==> config.mk <==
export PLATFORM = sky130hd
export DESIGN_NAME = jtag_tap_tms_path_generator
export DESIGN_NICKNAME = d
export VERILOG_FILES = /design/src/jtn_pkg.sv /design/src/jtn_ctrl.sv /design/src/jtn_datapath.sv /design/src/jtag_tap_tms_path_generator.sv
export SDC_FILE = /design/constraint.sdc
export NUM_CORES = 1
export LEC_CHECK = 0
export ABC_CLOCK_PERIOD_IN_PS = 3700
export BUFFER_PORTS_ARGS = -buffer_cell sky130_fd_sc_hd__buf_2
export CAP_MARGIN = 40
export CORE_ASPECT_RATIO = 0.75
export CORE_UTILIZATION = 63
export CTS_CLUSTER_DIAMETER = 80
export DETAILED_ROUTE_END_ITERATION = 16
export PLACE_DENSITY = 0.87
export SLEW_MARGIN = 20
export SYNTH_ARGS = -nofsm -noshare
export SYNTH_HDL_FRONTEND = slang
export SYNTH_SLANG_ARGS = --single-unit
==> constraint.sdc <==
create_clock -name clk -period 3.7 [get_ports clk]
set_clock_uncertainty 0.05 [all_clocks]
set_input_delay 0.37 -clock clk [delete_from_list [all_inputs] [get_ports clk]]
set_output_delay 0.37 -clock clk [all_outputs]
set_load 0.005 [all_outputs]
==> src/jtn_pkg.sv <==
// shared types, command codes and tap path table for the tms path generator
package jtn_pkg;

	// command codes
	localparam logic [1:0] CMD_GOTO  = 2'd0;
	localparam logic [1:0] CMD_RESET = 2'd1;
	localparam logic [1:0] CMD_IDLE  = 2'd2;

	// number of tms high clocks for a reset command
	localparam logic [5:0] RESET_CLOCKS = 6'd5;

	// all-ones pattern loaded for a reset command
	localparam logic [7:0] RESET_BITS = 8'hff;

	// tap states
	localparam logic [3:0] TAP_TLR = 4'd0;

	// controller to datapath commands
	typedef struct packed {
		logic load;
		logic step;
	} jtn_ctl_t;

	// datapath to controller status
	typedef struct packed {
		logic rem_zero;
		logic slot_free;
	} jtn_status_t;

	// one precomputed shortest path: length and tms bits, first bit in bit 0
	typedef struct packed {
		logic [3:0] len;
		logic [7:0] bits;
	} path_ent_t;

	typedef path_ent_t [255:0] path_tbl_t;

	// ieee 1149.1 tap transition
	function automatic logic [3:0] tap_next(input logic [3:0] s, input logic tms);
		logic [3:0] ns;
		unique case (s)
			4'd0:  ns = tms ? 4'd0  : 4'd1;
			4'd1:  ns = tms ? 4'd2  : 4'd1;
			4'd2:  ns = tms ? 4'd9  : 4'd3;
			4'd3:  ns = tms ? 4'd5  : 4'd4;
			4'd4:  ns = tms ? 4'd5  : 4'd4;
			4'd5:  ns = tms ? 4'd8  : 4'd6;
			4'd6:  ns = tms ? 4'd7  : 4'd6;
			4'd7:  ns = tms ? 4'd8  : 4'd4;
			4'd8:  ns = tms ? 4'd2  : 4'd1;
			4'd9:  ns = tms ? 4'd0  : 4'd10;
			4'd10: ns = tms ? 4'd12 : 4'd11;
			4'd11: ns = tms ? 4'd12 : 4'd11;
			4'd12: ns = tms ? 4'd15 : 4'd13;
			4'd13: ns = tms ? 4'd14 : 4'd13;
			4'd14: ns = tms ? 4'd15 : 4'd11;
			4'd15: ns = tms ? 4'd2  : 4'd1;
			default: ns = TAP_TLR;
		endcase
		return ns;
	endfunction

	// breadth-first search per start and goal, tms low tried first,
	// first predecessor kept; evaluated at elaboration only
	function automatic path_tbl_t build_path_tbl();
		path_tbl_t tbl;
		logic [15:0][3:0] fifo;
		logic [15:0][3:0] from;
		logic [15:0] seen;
		logic [15:0] via;
		logic [15:0] pathv;
		logic [7:0] bits;
		logic [3:0] ns;
		int rd;
		int wr;
		int len;
		int s;
		int cur;
		for (int st = 0; st < 16; st++) begin
			for (int g = 0; g < 16; g++) begin
				seen = '0;
				via = '0;
				from = '0;
				fifo = '0;
				pathv = '0;
				bits = '0;
				len = 0;
				rd = 0;
				wr = 0;
				if (st != g) begin
					seen[st] = 1'b1;
					fifo[wr] = st[3:0];
					wr++;
					while (rd < wr && !seen[g]) begin
						s = int'(fifo[rd]);
						rd++;
						for (int t = 0; t < 2; t++) begin
							ns = tap_next(s[3:0], t[0]);
							if (!seen[ns] && wr < 16) begin
								seen[ns] = 1'b1;
								from[ns] = s[3:0];
								via[ns] = t[0];
								fifo[wr] = ns;
								wr++;
							end
						end
					end
					cur = g;
					while (cur != st && len < 8) begin
						pathv[len] = via[cur];
						len++;
						cur = int'(from[cur]);
					end
					for (int k = 0; k < len; k++)
						bits[k] = pathv[len - 1 - k];
				end
				tbl[st * 16 + g].len = len[3:0];
				tbl[st * 16 + g].bits = bits;
			end
		end
		return tbl;
	endfunction

	// shortest tms path from tracked state (upper index) to goal (lower index)
	localparam path_tbl_t PATH_TBL = build_path_tbl();

endpackage

==> src/jtn_ctrl.sv <==
// controller state machine for the tms path generator
module jtn_ctrl (
	input  logic                clk,
	input  logic                arst_n,
	input  logic                in_valid,
	output logic                in_stall,
	input  jtn_pkg::jtn_status_t status,
	output jtn_pkg::jtn_ctl_t    ctl
);

	localparam logic ST_IDLE = 1'b0;
	localparam logic ST_RUN  = 1'b1;

	logic state_q;
	logic state_nxt;

	// idle takes a command, run shifts out its tms bits
	always_comb begin
		state_nxt = state_q;
		unique case (state_q)
			ST_IDLE: begin
				if (in_valid)
					state_nxt = ST_RUN;
			end
			ST_RUN: begin
				if (status.rem_zero)
					state_nxt = ST_IDLE;
			end
			default: state_nxt = ST_IDLE;
		endcase
	end

	always_ff @(posedge clk or negedge arst_n) begin
		if (!arst_n)
			state_q <= ST_IDLE;
		else
			state_q <= state_nxt;
	end

	// commands to the datapath
	assign in_stall = (state_q != ST_IDLE);
	assign ctl.load = in_valid && (state_q == ST_IDLE);
	assign ctl.step = (state_q == ST_RUN) && !status.rem_zero && status.slot_free;

endmodule

==> src/jtn_datapath.sv <==
// tap state tracker, tms shifter and output register
module jtn_datapath (
	input  logic                 clk,
	input  logic                 arst_n,
	input  jtn_pkg::jtn_ctl_t    ctl,
	output jtn_pkg::jtn_status_t status,
	input  logic [1:0]           cmd,
	input  logic [3:0]           target_state,
	input  logic [5:0]           idle_count,
	output logic                 out_valid,
	input  logic                 out_stall,
	output logic                 tms_bit,
	output logic [3:0]           tap_state_after,
	output logic                 last_bit
);

	logic [3:0] tap_q;
	logic [7:0] bits_q;
	logic [5:0] rem_q;
	logic       out_valid_q;
	logic       tms_q;
	logic [3:0] state_out_q;
	logic       last_q;

	jtn_pkg::path_ent_t path;
	logic [7:0] load_bits;
	logic [5:0] load_rem;
	logic [3:0] tap_nxt;

	// per-command bit pattern and length
	always_comb begin
		path = jtn_pkg::PATH_TBL[{tap_q, target_state}];
		load_bits = '0;
		load_rem = '0;
		unique case (cmd)
			jtn_pkg::CMD_GOTO: begin
				load_bits = path.bits;
				load_rem = {2'b00, path.len};
			end
			jtn_pkg::CMD_RESET: begin
				load_bits = jtn_pkg::RESET_BITS;
				load_rem = jtn_pkg::RESET_CLOCKS;
			end
			jtn_pkg::CMD_IDLE: begin
				load_bits = '0;
				load_rem = idle_count;
			end
			default: begin
				load_bits = '0;
				load_rem = '0;
			end
		endcase
	end

	assign tap_nxt = jtn_pkg::tap_next(tap_q, bits_q[0]);

	// tracked state and remaining bit count
	always_ff @(posedge clk or negedge arst_n) begin
		if (!arst_n) begin
			tap_q <= jtn_pkg::TAP_TLR;
			rem_q <= '0;
		end else if (ctl.load) begin
			rem_q <= load_rem;
		end else if (ctl.step) begin
			tap_q <= tap_nxt;
			rem_q <= rem_q - 6'd1;
		end
	end

	// tms bit shifter, first bit in bit 0
	always_ff @(posedge clk) begin
		if (ctl.load)
			bits_q <= load_bits;
		else if (ctl.step)
			bits_q <= {1'b0, bits_q[7:1]};
	end

	// output item valid
	always_ff @(posedge clk or negedge arst_n) begin
		if (!arst_n)
			out_valid_q <= 1'b0;
		else if (ctl.step)
			out_valid_q <= 1'b1;
		else if (!out_stall)
			out_valid_q <= 1'b0;
	end

	// output item payload
	always_ff @(posedge clk) begin
		if (ctl.step) begin
			tms_q <= bits_q[0];
			state_out_q <= tap_nxt;
			last_q <= (rem_q == 6'd1);
		end
	end

	assign status.rem_zero = (rem_q == 6'd0);
	assign status.slot_free = !out_valid_q || !out_stall;

	assign out_valid = out_valid_q;
	assign tms_bit = tms_q;
	assign tap_state_after = state_out_q;
	assign last_bit = last_q;

endmodule

==> src/jtag_tap_tms_path_generator.sv <==
// top level of the jtag tap tms path generator
//
//  channel | handshake            | payload
//  --------+----------------------+------------------------------------------
//  input   | in_valid / in_stall  | cmd, target_state, idle_count
//  output  | out_valid / out_stall| tms_bit, tap_state_after, last_bit
//
// each accepted command yields n output items, n being its tms bit count: at most
// 8 for goto, 5 for reset, idle_count for idle; the first tms bit moves from the
// loaded shifter into the output register, then the shifter gives one output item
// per cycle while out_stall is low.
// arst_n clears the tracked tap state to test-logic-reset and drops out_valid.
// in_stall stays high while a command is still shifting out and until run ends;
// out_stall holds the output register and, with out_valid high, pauses the shifter.
module jtag_tap_tms_path_generator (
	input  logic       clk,
	input  logic       arst_n,
	input  logic       in_valid,
	output logic       in_stall,
	input  logic [1:0] cmd,
	input  logic [3:0] target_state,
	input  logic [5:0] idle_count,
	output logic       out_valid,
	input  logic       out_stall,
	output logic       tms_bit,
	output logic [3:0] tap_state_after,
	output logic       last_bit
);

	jtn_pkg::jtn_ctl_t    ctl;
	jtn_pkg::jtn_status_t status;

	// command sequencing
	jtn_ctrl u_ctrl (
		.clk      (clk),
		.arst_n   (arst_n),
		.in_valid (in_valid),
		.in_stall (in_stall),
		.status   (status),
		.ctl      (ctl)
	);

	// state tracking and tms generation
	jtn_datapath u_datapath (
		.clk             (clk),
		.arst_n          (arst_n),
		.ctl             (ctl),
		.status          (status),
		.cmd             (cmd),
		.target_state    (target_state),
		.idle_count      (idle_count),
		.out_valid       (out_valid),
		.out_stall       (out_stall),
		.tms_bit         (tms_bit),
		.tap_state_after (tap_state_after),
		.last_bit        (last_bit)
	);

endmodule
==> reports/qor.yml <==
detailed_routing:
  wl_met3_um: 2000
  num_vias: 4162
  post_drt_wl_per_cell_um: 22.3
  drc_errors: 0
  drt-met1-wl_um: 4870
  routed.top_layer: "met4"
  drt_iter0_drc: 1035
  wl_met2_um: 4900
  viasPerCell: 7.50
  postRouteAntennaNets: 0
  routed_wl_um: 12400
  dr.pass1.iters: 8
yosys:
  synth_area_leader_cell: "edfxtp_1"
  postSynthAreaPerCell_um2: 7.19
  syn_inst: 490
  synth_top_cells_by_area: "edfxtp_1 (12%), dfrtp_1 (8.5%), a21oi_1 (5.5%), o21ai_0 (5.5%), nand2_1 (5.1%)"
  postSynth.asyncResetShare: 0.462
  synth_top_area_frac: 0.119
  synth_common_cells: "nand2_1 (48), nor2_1 (45), a21oi_1 (39), o21ai_0 (39), buf_2 (25)"
  synth_most_common_cell: "nand2_1"
  synth-seq-cells: 26
  synth_edf_count: 14
  syn_nets: 517
  yosysSeqAreaShare: 0.205
  syn-cell-area_um2: 3520
  yosysUniqueCellTypes: 71
  synth_flop_cell: "edfxtp_1"
  yosys_warnings: 0
sta:
  relSlewSlack: 0.452
  maxSlewViolCount: 0
  fin_setup_tns_ps: 0
  max_freq_mhz: 357
  grt_setup_unrepaired: "false"
  setup_violations: 0
  fin_crit_sh: 0.758
  period_minus_slack_ps: 2800
  worst_pin_slew_ps: 822
  whs_ps: 243
  hold_viol: 0
clock_network:
  cts.repair.resized: 0
  clockBufferDepth: 2
  numCtsBuffers: 3
  clkTransAtPathRegs_ps: 90
  cts_tree: "done"
  worst_skew_pair.late_latency_ps: 270
  root_buffer: "clkbuf_8"
  cts_sinks: 26
  htreeDepth: 1
floorplan:
  dieArea_um2: 5900
  coreArea_um2: 5350
  die_y_um: 66.8
  rows: 23
  start_util: 0.658
  die_x_um: 88.4
  ios: 24
cells_and_area:
  finalInstanceArea_um2: 3610
  fin_util: 0.675
  fin_cells: 555
  antennaDiodeCount: 0
  drive_above_1_share: 0.110
  syn_to_final_growth_pct: 2.59
  nFillCells: 464
  final_nets: 508
global_routing:
  grt_max_degree: 53
  grt_pass1_vias: 3545
  grt.overflow.total: 0
  antenna_found_initial: 0
  grt_first_pass_wirelength_um: 19200
  track_usage: 0.435
pwr:
  p_leak_uw: 0.00138
  peakVddDrop_v: 0.000653
  power_frac_comb: 0.646
  p_int_uw: 1160
  power_density_nw_per_um2: 690
  clkPwrFrac: 0.065
  p_sw_uw: 1340
  swShare: 0.535
  p_seq_frac: 0.289
setup_path:
  required_ps: 3800
  r2r-start: "u_datapath.tap_q[0]"
  r2r_slack_ps: 990
  critPathMaxFanout: 16
  setup.worst_path.class: "input port to register"
  cp-end-kind: "register"
  crit_start: "target_state[1]"
  start_kind: "input port"
  worstPathArrival_ps: 2900
outcome:
  status: "completed"
placed_design:
  dpl.hpwl_um: 8890
  dp_cells: 550
  io_buffers: 23
  gp_congestion: 1.03
  dpl-instance-area_um2: 3560
worst_hold_path:
  hp-start: "idle_count[4]"
  hold_path.class: "input port to register"
flow_run:
  maxCapViolCount: 0
[state kept, by name, indices dropped and copies added (netlist names)]
signal                      cells
u_datapath.bits_q               8
u_datapath.rem_q                6
u_datapath.tap_q                4
u_datapath.tap_state_after      4
u_ctrl.in_stall                 1
u_datapath.last_bit             1
u_datapath.out_valid            1
u_datapath.tms_bit              1
[logic make-up after synthesis]
kind of cell / count (synthesis) / synth area share
buffers and inverters: 64 / 0.0877
and+or+nand+nor: 187 / 0.264
DFF: 26 / 0.205
adders and majority gates: 11 / 0.0391
muxes: 13 / 0.0419
AOI/OAI and AO/OA: 182 / 0.346
xor gates and xnor gates: 7 / 0.0174
[cell type report]
| type | instances | area (µm²) | share of cell area |
|---|---|---|---|
| Timing Repair Buffer | 34 | 200 | 0.0554 |
| Clock buffer | 3 | 41.3 | 0.0114 |
| Sequential cell | 26 | 722 | 0.200 |
| Clock inverter | 1 | 3.75 | 0.00104 |
| Multi-Input combinational cell | 400 | 2490 | 0.690 |
| Tap cell | 75 | 93.8 | 0.0260 |
| Inverter | 16 | 60.1 | 0.0166 |
[layer usage]
metal | up-vias | GRT usage
met4 | 0 | 0.161
met1 | 1864 | 0.621
met5 | - | 0
li1 | 1806 | -
met3 | 94 | 0.145
met2 | 398 | 0.596
[power groups by stage]
stage          Combinational [µW]  Sequential, µW  Clock (µW)
2_1_floorplan                1220             570           0
3_3_place_gp                 1500             704           0
3_5_place_dp                 1520             713           0
4_1_cts                      1530             708         163
5_1_grt                      1710             741         174
6_report                     1610             722         162
[per-stage QoR]
| stage | setup WS (ps) | power, µW |
|---|---|---|
| finish | 897 | 2490 |
| global route | 795 | 2630 |
| CTS | 1020 | 2400 |
| detailed placement | 753 | 2230 |
| global placement | 827 | 2210 |
| floorplan | 1430 | 1790 |
[cells in the final DEF, fill, tap and decap left out, drive strengths merged, types with 4 or more instances in the layout]
cell	n
nor3	16
nand4	6
o211ai	8
inv	16
o221ai	4
mux2	4
a211oi	11
a21o	4
a221o	5
nor2	45
xnor2	6
nand3	14
nand3b	4
edfxtp	14
ha	11
a311oi	6
nand2b	16
o31ai	6
nor3b	5
a21oi	40
or3	6
a2111oi	4
and2	4
a31oi	12
nor4	5
nor2b	7
o21a	7
o21ai	42
dfrtp	12
nand2	49
mux2i	8
o311ai	4
buf	33
[path summary, 6_finish.rpt]
path                                   endpoint  depth (start not counted)
max in group asynchronous   u_datapath.tap_q[0]                          2
min                         u_datapath.rem_q[4]                          3
min reg2reg                u_datapath.out_valid                          2
min in group asynchronous   u_datapath.rem_q[4]                          2
max                        u_datapath.bits_q[1]                          9
max reg2reg                u_datapath.bits_q[1]                          5
[worst max-delay path: stages]
cell and delay (ps):
buf_2 200, inv_1 230, ha_1 550, and2b_1 290, o21ai_1 140, a211oi_1 290
o31ai_1 110, a2111oi_0 510, a221o_1 220
[timing repair]
item / 4_1_cts / 5_1_grt
buffers inserted: 0 / 0
hold buffers: 1 / 0
hold endpoints to repair: 12 / 0
Power figures use the tool's default switching activity.
